`src/rtl/btlv_pkg.sv`:
```
// Package for the BER-TLV tag search block.
// Holds the parser phase codes and the beat types shared by the parser and the top level.
// No dependencies.
package btlv_pkg;

   localparam int PHASE_W = 3;

   localparam logic [PHASE_W-1:0] PH_TAG_FIRST = 3'd0;
   localparam logic [PHASE_W-1:0] PH_TAG_MORE  = 3'd1;
   localparam logic [PHASE_W-1:0] PH_LEN_FIRST = 3'd2;
   localparam logic [PHASE_W-1:0] PH_LEN_MORE  = 3'd3;
   localparam logic [PHASE_W-1:0] PH_VALUE     = 3'd4;

   localparam logic [7:0] PAD_ZERO     = 8'h00;
   localparam logic [7:0] PAD_ONES     = 8'hff;
   localparam logic [4:0] TAG_EXT_CODE = 5'h1f;

   localparam int CFG_W = 32;
   localparam int LEN_W = 32;
   localparam int CNT_W = 7;

   // one input byte held in the input register
   typedef struct packed {
      logic [7:0] data_byte;
      logic       last_byte;
   } in_beat_type;

   // what the parser returns for a byte it consumes
   typedef struct packed {
      logic step;    // byte consumed this cycle
      logic last;    // byte closed the message
      logic found;   // sticky match flag including this byte
   } parse_stat_type;

endpackage

```
`src/rtl/btlv_parser.sv`:
```
// BER-TLV parser: phase, tag shift register, length and value counters, found flag.
// Consumes one byte per step; depends on btlv_pkg.
module btlv_parser #(
   parameter int TAG_BITS = 32
) (
   input  logic                        clock,
   input  logic                        reset,
   input  logic                        step,
   input  btlv_pkg::in_beat_type       beat,
   input  logic [btlv_pkg::CFG_W-1:0]  tag_to_find,
   output btlv_pkg::parse_stat_type    stat
);
   import btlv_pkg::*;

   localparam int CMP_W = (TAG_BITS > CFG_W) ? TAG_BITS : CFG_W;

   logic [PHASE_W-1:0]  phase_ff, phase_in;
   logic [TAG_BITS-1:0] tag_accum_ff, tag_accum_in;
   logic [CNT_W-1:0]    len_left_ff, len_left_in;
   logic [LEN_W-1:0]    len_accum_ff, len_accum_in;
   logic [LEN_W-1:0]    value_left_ff, value_left_in;
   logic                found_ff, found_in;

   logic [7:0]          b;
   logic [TAG_BITS-1:0] tag_shift;
   logic [LEN_W-1:0]    len_shift;
   logic [LEN_W-1:0]    value_dec;
   logic [CNT_W-1:0]    len_dec;
   logic                tag_match;

   assign b         = beat.data_byte;
   assign tag_shift = (tag_accum_ff << 8) | TAG_BITS'(b);
   assign len_shift = {len_accum_ff[LEN_W-9:0], b};
   assign value_dec = value_left_ff - LEN_W'(1);
   assign len_dec   = len_left_ff - CNT_W'(1);

   always_comb begin
      phase_in      = phase_ff;
      tag_accum_in  = tag_accum_ff;
      len_left_in   = len_left_ff;
      len_accum_in  = len_accum_ff;
      value_left_in = value_left_ff;
      found_in      = found_ff;
      tag_match     = 1'b0;

      case (phase_ff)
         PH_TAG_MORE: begin
            tag_accum_in = tag_shift;
            if (!b[7]) begin
               tag_match = 1'b1;
               phase_in  = PH_LEN_FIRST;
            end
         end
         PH_LEN_FIRST: begin
            if (b[7]) begin
               len_accum_in = '0;
               len_left_in  = b[6:0];
               if (b[6:0] == '0) begin
                  value_left_in = '0;
                  phase_in      = PH_TAG_FIRST;
               end else begin
                  phase_in = PH_LEN_MORE;
               end
            end else begin
               value_left_in = LEN_W'(b);
               phase_in      = (b == '0) ? PH_TAG_FIRST : PH_VALUE;
            end
         end
         PH_LEN_MORE: begin
            len_accum_in = len_shift;
            len_left_in  = len_dec;
            if (len_dec == '0) begin
               value_left_in = len_shift;
               phase_in      = (len_shift == '0) ? PH_TAG_FIRST : PH_VALUE;
            end
         end
         PH_VALUE: begin
            value_left_in = value_dec;
            if (value_dec == '0)
               phase_in = PH_TAG_FIRST;
         end
         default: begin
            // padding bytes before a tag are dropped
            if (b != PAD_ZERO && b != PAD_ONES) begin
               tag_accum_in = TAG_BITS'(b);
               if (b[4:0] == TAG_EXT_CODE) begin
                  phase_in = PH_TAG_MORE;
               end else begin
                  tag_match = 1'b1;
                  phase_in  = PH_LEN_FIRST;
               end
            end
         end
      endcase

      if (tag_match && (CMP_W'(tag_accum_in) == CMP_W'(tag_to_find)))
         found_in = 1'b1;
   end

   always_ff @(posedge clock) begin
      if (reset || (step && beat.last_byte)) begin
         phase_ff      <= PH_TAG_FIRST;
         tag_accum_ff  <= '0;
         len_left_ff   <= '0;
         len_accum_ff  <= '0;
         value_left_ff <= '0;
         found_ff      <= 1'b0;
      end else if (step) begin
         phase_ff      <= phase_in;
         tag_accum_ff  <= tag_accum_in;
         len_left_ff   <= len_left_in;
         len_accum_ff  <= len_accum_in;
         value_left_ff <= value_left_in;
         found_ff      <= found_in;
      end
   end

   assign stat.step  = step;
   assign stat.last  = beat.last_byte;
   assign stat.found = found_in;

endmodule

```
`src/rtl/ber_tlv_tag_search.sv`:
```
// Top level of the BER-TLV tag search: input register, parser, result register, tag register.
// A last byte's result is registered in the result register as the parser consumes it.
// Throughput: one byte per cycle; a last byte waits in the input register only while
// an earlier result still waits to be taken at the result register.
// Reset (synchronous): parser state, found flag, both valid bits and tag_to_find clear.
// Depends on btlv_pkg and btlv_parser.
module ber_tlv_tag_search #(
   parameter int TAG_BITS = 32
) (
   input  logic                       clock,
   input  logic                       reset,
   input  logic                       req_tvalid,
   output logic                       req_tready,
   input  logic [7:0]                 req_tdata,   // [7:0] data_byte
   input  logic                       req_tlast,   // last_byte
   output logic                       rsp_tvalid,
   input  logic                       rsp_tready,
   output logic [7:0]                 rsp_tdata,   // [0] found, [7:1] zero
   input  logic                       csr_wr_en,
   input  logic [btlv_pkg::CFG_W-1:0] csr_wr_data
);
   import btlv_pkg::*;

   logic              in_valid_ff, in_valid_in;
   in_beat_type       in_beat_ff;
   logic              rsp_valid_ff, rsp_valid_in;
   logic              rsp_found_ff;
   logic [CFG_W-1:0]  tag_to_find_ff;
   logic              advance;
   parse_stat_type    stat;

   // a last byte advances only when the result slot is free or being drained
   assign advance    = in_valid_ff &&
                       (!in_beat_ff.last_byte || !rsp_valid_ff || rsp_tready);
   assign req_tready = !in_valid_ff || advance;

   assign in_valid_in  = (req_tvalid && req_tready) || (in_valid_ff && !advance);
   assign rsp_valid_in = (stat.step && stat.last) || (rsp_valid_ff && !rsp_tready);

   always_ff @(posedge clock) begin
      if (reset) begin
         in_valid_ff    <= 1'b0;
         rsp_valid_ff   <= 1'b0;
         tag_to_find_ff <= '0;
      end else begin
         in_valid_ff  <= in_valid_in;
         rsp_valid_ff <= rsp_valid_in;
         if (csr_wr_en)
            tag_to_find_ff <= csr_wr_data;
      end
   end

   always_ff @(posedge clock) begin
      if (req_tvalid && req_tready) begin
         in_beat_ff.data_byte <= req_tdata;
         in_beat_ff.last_byte <= req_tlast;
      end
      if (stat.step && stat.last)
         rsp_found_ff <= stat.found;
   end

   btlv_parser #(
      .TAG_BITS (TAG_BITS)
   ) u_parser (
      .clock       (clock),
      .reset       (reset),
      .step        (advance),
      .beat        (in_beat_ff),
      .tag_to_find (tag_to_find_ff),
      .stat        (stat)
   );

   assign rsp_tvalid = rsp_valid_ff;
   assign rsp_tdata  = {7'd0, rsp_found_ff};

   // a pending result is never overwritten by a new last byte
   a_no_overwrite: assert property (@(posedge clock) disable iff (reset)
      (advance && in_beat_ff.last_byte) |-> (!rsp_valid_ff || rsp_tready))
      else $error("result register overwritten");

   // a result appears only after a last byte went through the parser
   a_rsp_source: assert property (@(posedge clock) disable iff (reset)
      $rose(rsp_valid_ff) |-> $past(advance && in_beat_ff.last_byte))
      else $error("result without a last byte");

   // a stalled input beat stays in the input register
   a_in_hold: assert property (@(posedge clock) disable iff (reset)
      (in_valid_ff && !advance) |=> (in_valid_ff && $stable(in_beat_ff)))
      else $error("stalled input beat lost");

endmodule
```
`config.mk`:
```
export PLATFORM = sky130hd
export DESIGN_NAME = ber_tlv_tag_search
export DESIGN_NICKNAME = d
export VERILOG_FILES = /design/src/rtl/btlv_pkg.sv /design/src/rtl/btlv_parser.sv /design/src/rtl/ber_tlv_tag_search.sv
export SDC_FILE = /design/constraint.sdc
export NUM_CORES = 1
export LEC_CHECK = 0
export BUFFER_PORTS_ARGS = -buffer_cell sky130_fd_sc_hd__buf_4
export CORE_MARGIN = 4
export CORE_UTILIZATION = 35
export DETAILED_ROUTE_END_ITERATION = 12
export PLACE_DENSITY = 0.55
export SLEW_MARGIN = 0
export SYNTH_ARGS = -nofsm -noshare
export SYNTH_HDL_FRONTEND = slang
export SYNTH_SLANG_ARGS = --single-unit
```
`constraint.sdc`:
```
create_clock -name clock -period 5.1 [get_ports clock]
set_input_delay 0.51 -clock clock [delete_from_list [all_inputs] [get_ports clock]]
set_output_delay 0.51 -clock clock [all_outputs]
set_load 0.01 [all_outputs]
```
==> flow_summary.json <==
{
  "outcome": "finished, final reports clean",
  "fin_crit_sh_pct": 73.2,
  "synthSimpleGateAreaFrac_pct": 26.3,
  "hold_buffers": 0,
  "seqCellArea_um2": 2960,
  "synthXorXnorAreaFrac_pct": 2.29,
  "synth_top_family_by_area": "simple AND/OR/NAND/NOR gates",
  "synthToLayoutAreaGrowth_pct": 13.1,
  "fin_ws_ps": 1370,
  "crit_path_start_kind": "flip-flop",
  "nets": 1092,
  "worst_slew_pin_slew_ps": 1170,
  "core_area_um2": 22600,
  "avgSynthCellArea_um2": 7.72,
  "max_freq_ghz": 0.268,
  "max_cap_viol_count": 0,
  "clk_latency_ps": 440,
  "finalNonFillerCells": 1340,
  "maxSlewViolCount": 0,
  "hold_path_class": "input pin to flip-flop",
  "synthCells": 1041,
  "power_density_nw_per_um2": 308,
  "hold_violations": 0,
  "antenna_left": 0,
  "timing.rr.end": "u_parser.value_left_ff[6]",
  "io_pins": 56,
  "dieArea_um2": 25500,
  "fp.dieH_um": 160,
  "r2r_slack_ps": 1370,
  "rsz0062_at_grt": "false",
  "maxSlewHeadroom_pct": 21.9,
  "fill_cells": 2333,
  "drc": 0,
  "synth_fa_ha_area_share_pct": 0.623,
  "synth_cell_type_count": 73,
  "netlist_area_um2": 8040,
  "irDropWorstVdd_mv": 0.285,
  "overflow": 0,
  "port_buffers": 48,
  "grt_pass1_vias": 7130,
  "antenna_found_initial": 0,
  "leakage_uw": 0.00331,
  "viasPerCell": 5.80,
  "die_x_um": 160,
  "path_max_fanout": 54,
  "gp_congestion": 0.925,
  "cts_setup_buffers": 0,
  "setup_viol": 0,
  "wl_per_cell_um": 19.3,
  "crit_arrival_ps": 3980,
  "crit_type": "flip-flop to flip-flop",
  "grt_usage_pct": 19.8,
  "dp_cells": 1308,
  "grt_max_degree": 96,
  "end_kind": "flip-flop",
  "routed_wl_mm": 25.9,
  "required_ps": 5350,
  "diodes": 0,
  "cts_tree": "built",
  "r2r_cells": 7,
  "drive_above_1_share_pct": 10.0,
  "rr_startpoint": "u_parser.phase_ff[2]",
  "yosysSeqAreaShare_pct": 36.9,
  "via_count": 7769,
  "finalWorstPathRequiredPeriod_ps": 3730,
  "synth-edff-count": 10,
  "muxShareOfSynthArea_pct": 4.86,
  "first_iter_violations": 752,
  "rows": 55,
  "clockBufferDepth": 2,
  "holdPathStages": 1,
  "dp_hpwl_mm": 18.1,
  "synthArstFlopShare_pct": 0,
  "htreeDepth": 4,
  "yosysWarnings": 0,
  "final_cell_mix": "135 x nor2_1, 133 x dfxtp_1, 103 x nand2_1, 74 x a21oi_1, 56 x buf_4",
  "multiInputGateArea_um2": 4630,
  "crit_start": "u_parser.phase_ff[2]",
  "synth_compound_area_share_pct": 23.1,
  "grt_pass1_wl_mm": 40.7,
  "finClkSkew_ps": 21.8,
  "synthFlopType": "dfxtp_1",
  "path_clk_slew_ps": 70,
  "first_pass_iters": 7,
  "synth-seq-cells": 143,
  "layout_commonest_cell": "nor2_1",
  "start_util_pct": 35.5,
  "cts_resized": 0,
  "worstSetupEndpoint": "u_parser.value_left_ff[6]",
  "tns_ps": 0,
  "clock_sinks": 143,
  "cts_buffers": 17,
  "clock_tree.root_cell": "clkbuf_16",
  "pre_cts_ws_ps": 1440
}
## metal layers
metal / vias up / routed length, µm / GRT usage [%]
met5: - / 0 / 0
met4: 0 / 359 / 4.97
met3: 26 / 1580 / 3.21
met2: 268 / 11000 / 28.9
met1: 3711 / 12900 / 30.3
li1: 3764 / - / -
## Yosys cell counts (all sizes together) (3+ instances only)
| master | number | area (µm²) |
|---|---|---|
| a2111oi | 6 | 52.6 |
| a211oi | 13 | 97.6 |
| a21oi | 74 | 370 |
| a221oi | 8 | 70.1 |
| a22o | 7 | 61.3 |
| a22oi | 50 | 375 |
| a2bb2oi | 5 | 43.8 |
| a31oi | 8 | 50.1 |
| and2 | 4 | 25.0 |
| and3 | 10 | 62.6 |
| buf | 23 | 125 |
| clkbuf | 57 | 214 |
| dfxtp | 133 | 2660 |
| edfxtp | 10 | 300 |
| ha | 4 | 50.1 |
| inv | 35 | 131 |
| mux2i | 39 | 390 |
| nand2 | 103 | 387 |
| nand2b | 14 | 87.6 |
| nand3 | 37 | 185 |
| nand3b | 4 | 30.0 |
| nand4 | 18 | 113 |
| nand4b | 3 | 26.3 |
| nor2 | 137 | 517 |
| nor2b | 17 | 106 |
| nor3 | 32 | 160 |
| nor3b | 7 | 62.6 |
| nor4 | 15 | 106 |
| nor4b | 4 | 41.3 |
| o2111ai | 5 | 43.8 |
| o211ai | 7 | 52.6 |
| o21a | 4 | 30.0 |
| o21ai | 63 | 315 |
| o221ai | 3 | 26.3 |
| o22ai | 8 | 50.1 |
| o31ai | 5 | 37.5 |
| or2 | 6 | 37.5 |
| or3 | 6 | 37.5 |
| or4 | 7 | 52.6 |
| xnor2 | 11 | 96.3 |
| xor2 | 10 | 87.6 |
## final cells by class
| cell class | count | area share (%) |
|---|---|---|
| repair buffers | 56 | 4.62 |
| clock buffers | 18 | 4.95 |
| flip-flops and latches | 143 | 32.6 |
| clock inverters | 14 | 1.53 |
| inverters | 36 | 1.49 |
| multi-input cells | 788 | 50.9 |
| well taps | 285 | 3.92 |
## worst min-delay path by stage
stage / from / endpoint
finish: req_tdata[1] / in_beat_ff[2]
global route: req_tdata[1] / in_beat_ff[2]
CTS: req_tdata[1] / in_beat_ff[2]
detailed placement: u_parser.found_ff / u_parser.found_ff
global placement: u_parser.found_ff / u_parser.found_ff
floorplan: u_parser.found_ff / u_parser.found_ff
## flip-flops by register name, indices dropped and copies added, names as in the netlist, 3 cells and up
name / cells
u_parser.len_accum_ff: 24
tag_to_find_ff: 32
u_parser.phase_ff: 3
in_beat_ff: 9
u_parser.value_left_ff: 32
u_parser.tag_accum_ff: 32
u_parser.len_left_ff: 7
## critical path: stages (launching register included)
cell and delay [ps]:
dfxtp_1 630, nor2b_1 250, nand2_1 360, a22oi_1 240
o21ba_2 990, clkinv_1 610, a221oi_1 370, a211oi_1 90
## logic make-up (layout without fill, tap and decap cells)
| kind of cell | count (synthesis) | count (layout) |
|---|---|---|
| AO/OA/AOI/OAI | 285 | 285 |
| XOR/XNOR | 21 | 21 |
| adder cells (fa/ha/maj) | 4 | 4 |
| buffers and inverters | 116 | 124 |
| flip-flops | 143 | 143 |
| multiplexers | 39 | 39 |
| other | 1 | 7 |
| AND/OR/NAND/NOR | 432 | 432 |
## report_power, final
group          leakage [µW]  internal (µW)  switching (µW)
Clock              0.000287            679             562
Sequential          0.00118           1160            55.6
Combinational       0.00184            135             212
Total               0.00331           1970             830
## metrics by stage
| step | total power [µW] | cell area [µm²] | hold WS [ps] | utilization (%) |
|---|---|---|---|---|
| 6_report | 2800 | 9090 | 245 | 40.2 |
| 5_1_grt | 2910 | 9090 | 232 | 40.2 |
| 4_1_cts | 2830 | 9090 | 231 | 40.2 |
| 3_5_place_dp | 1580 | 8500 | 440 | 37.6 |
| 3_3_place_gp | 1580 | 8500 | 431 | 37.6 |
| 2_1_floorplan | 1460 | 8060 | 420 | - |
Power figures use the tool's default switching activity.
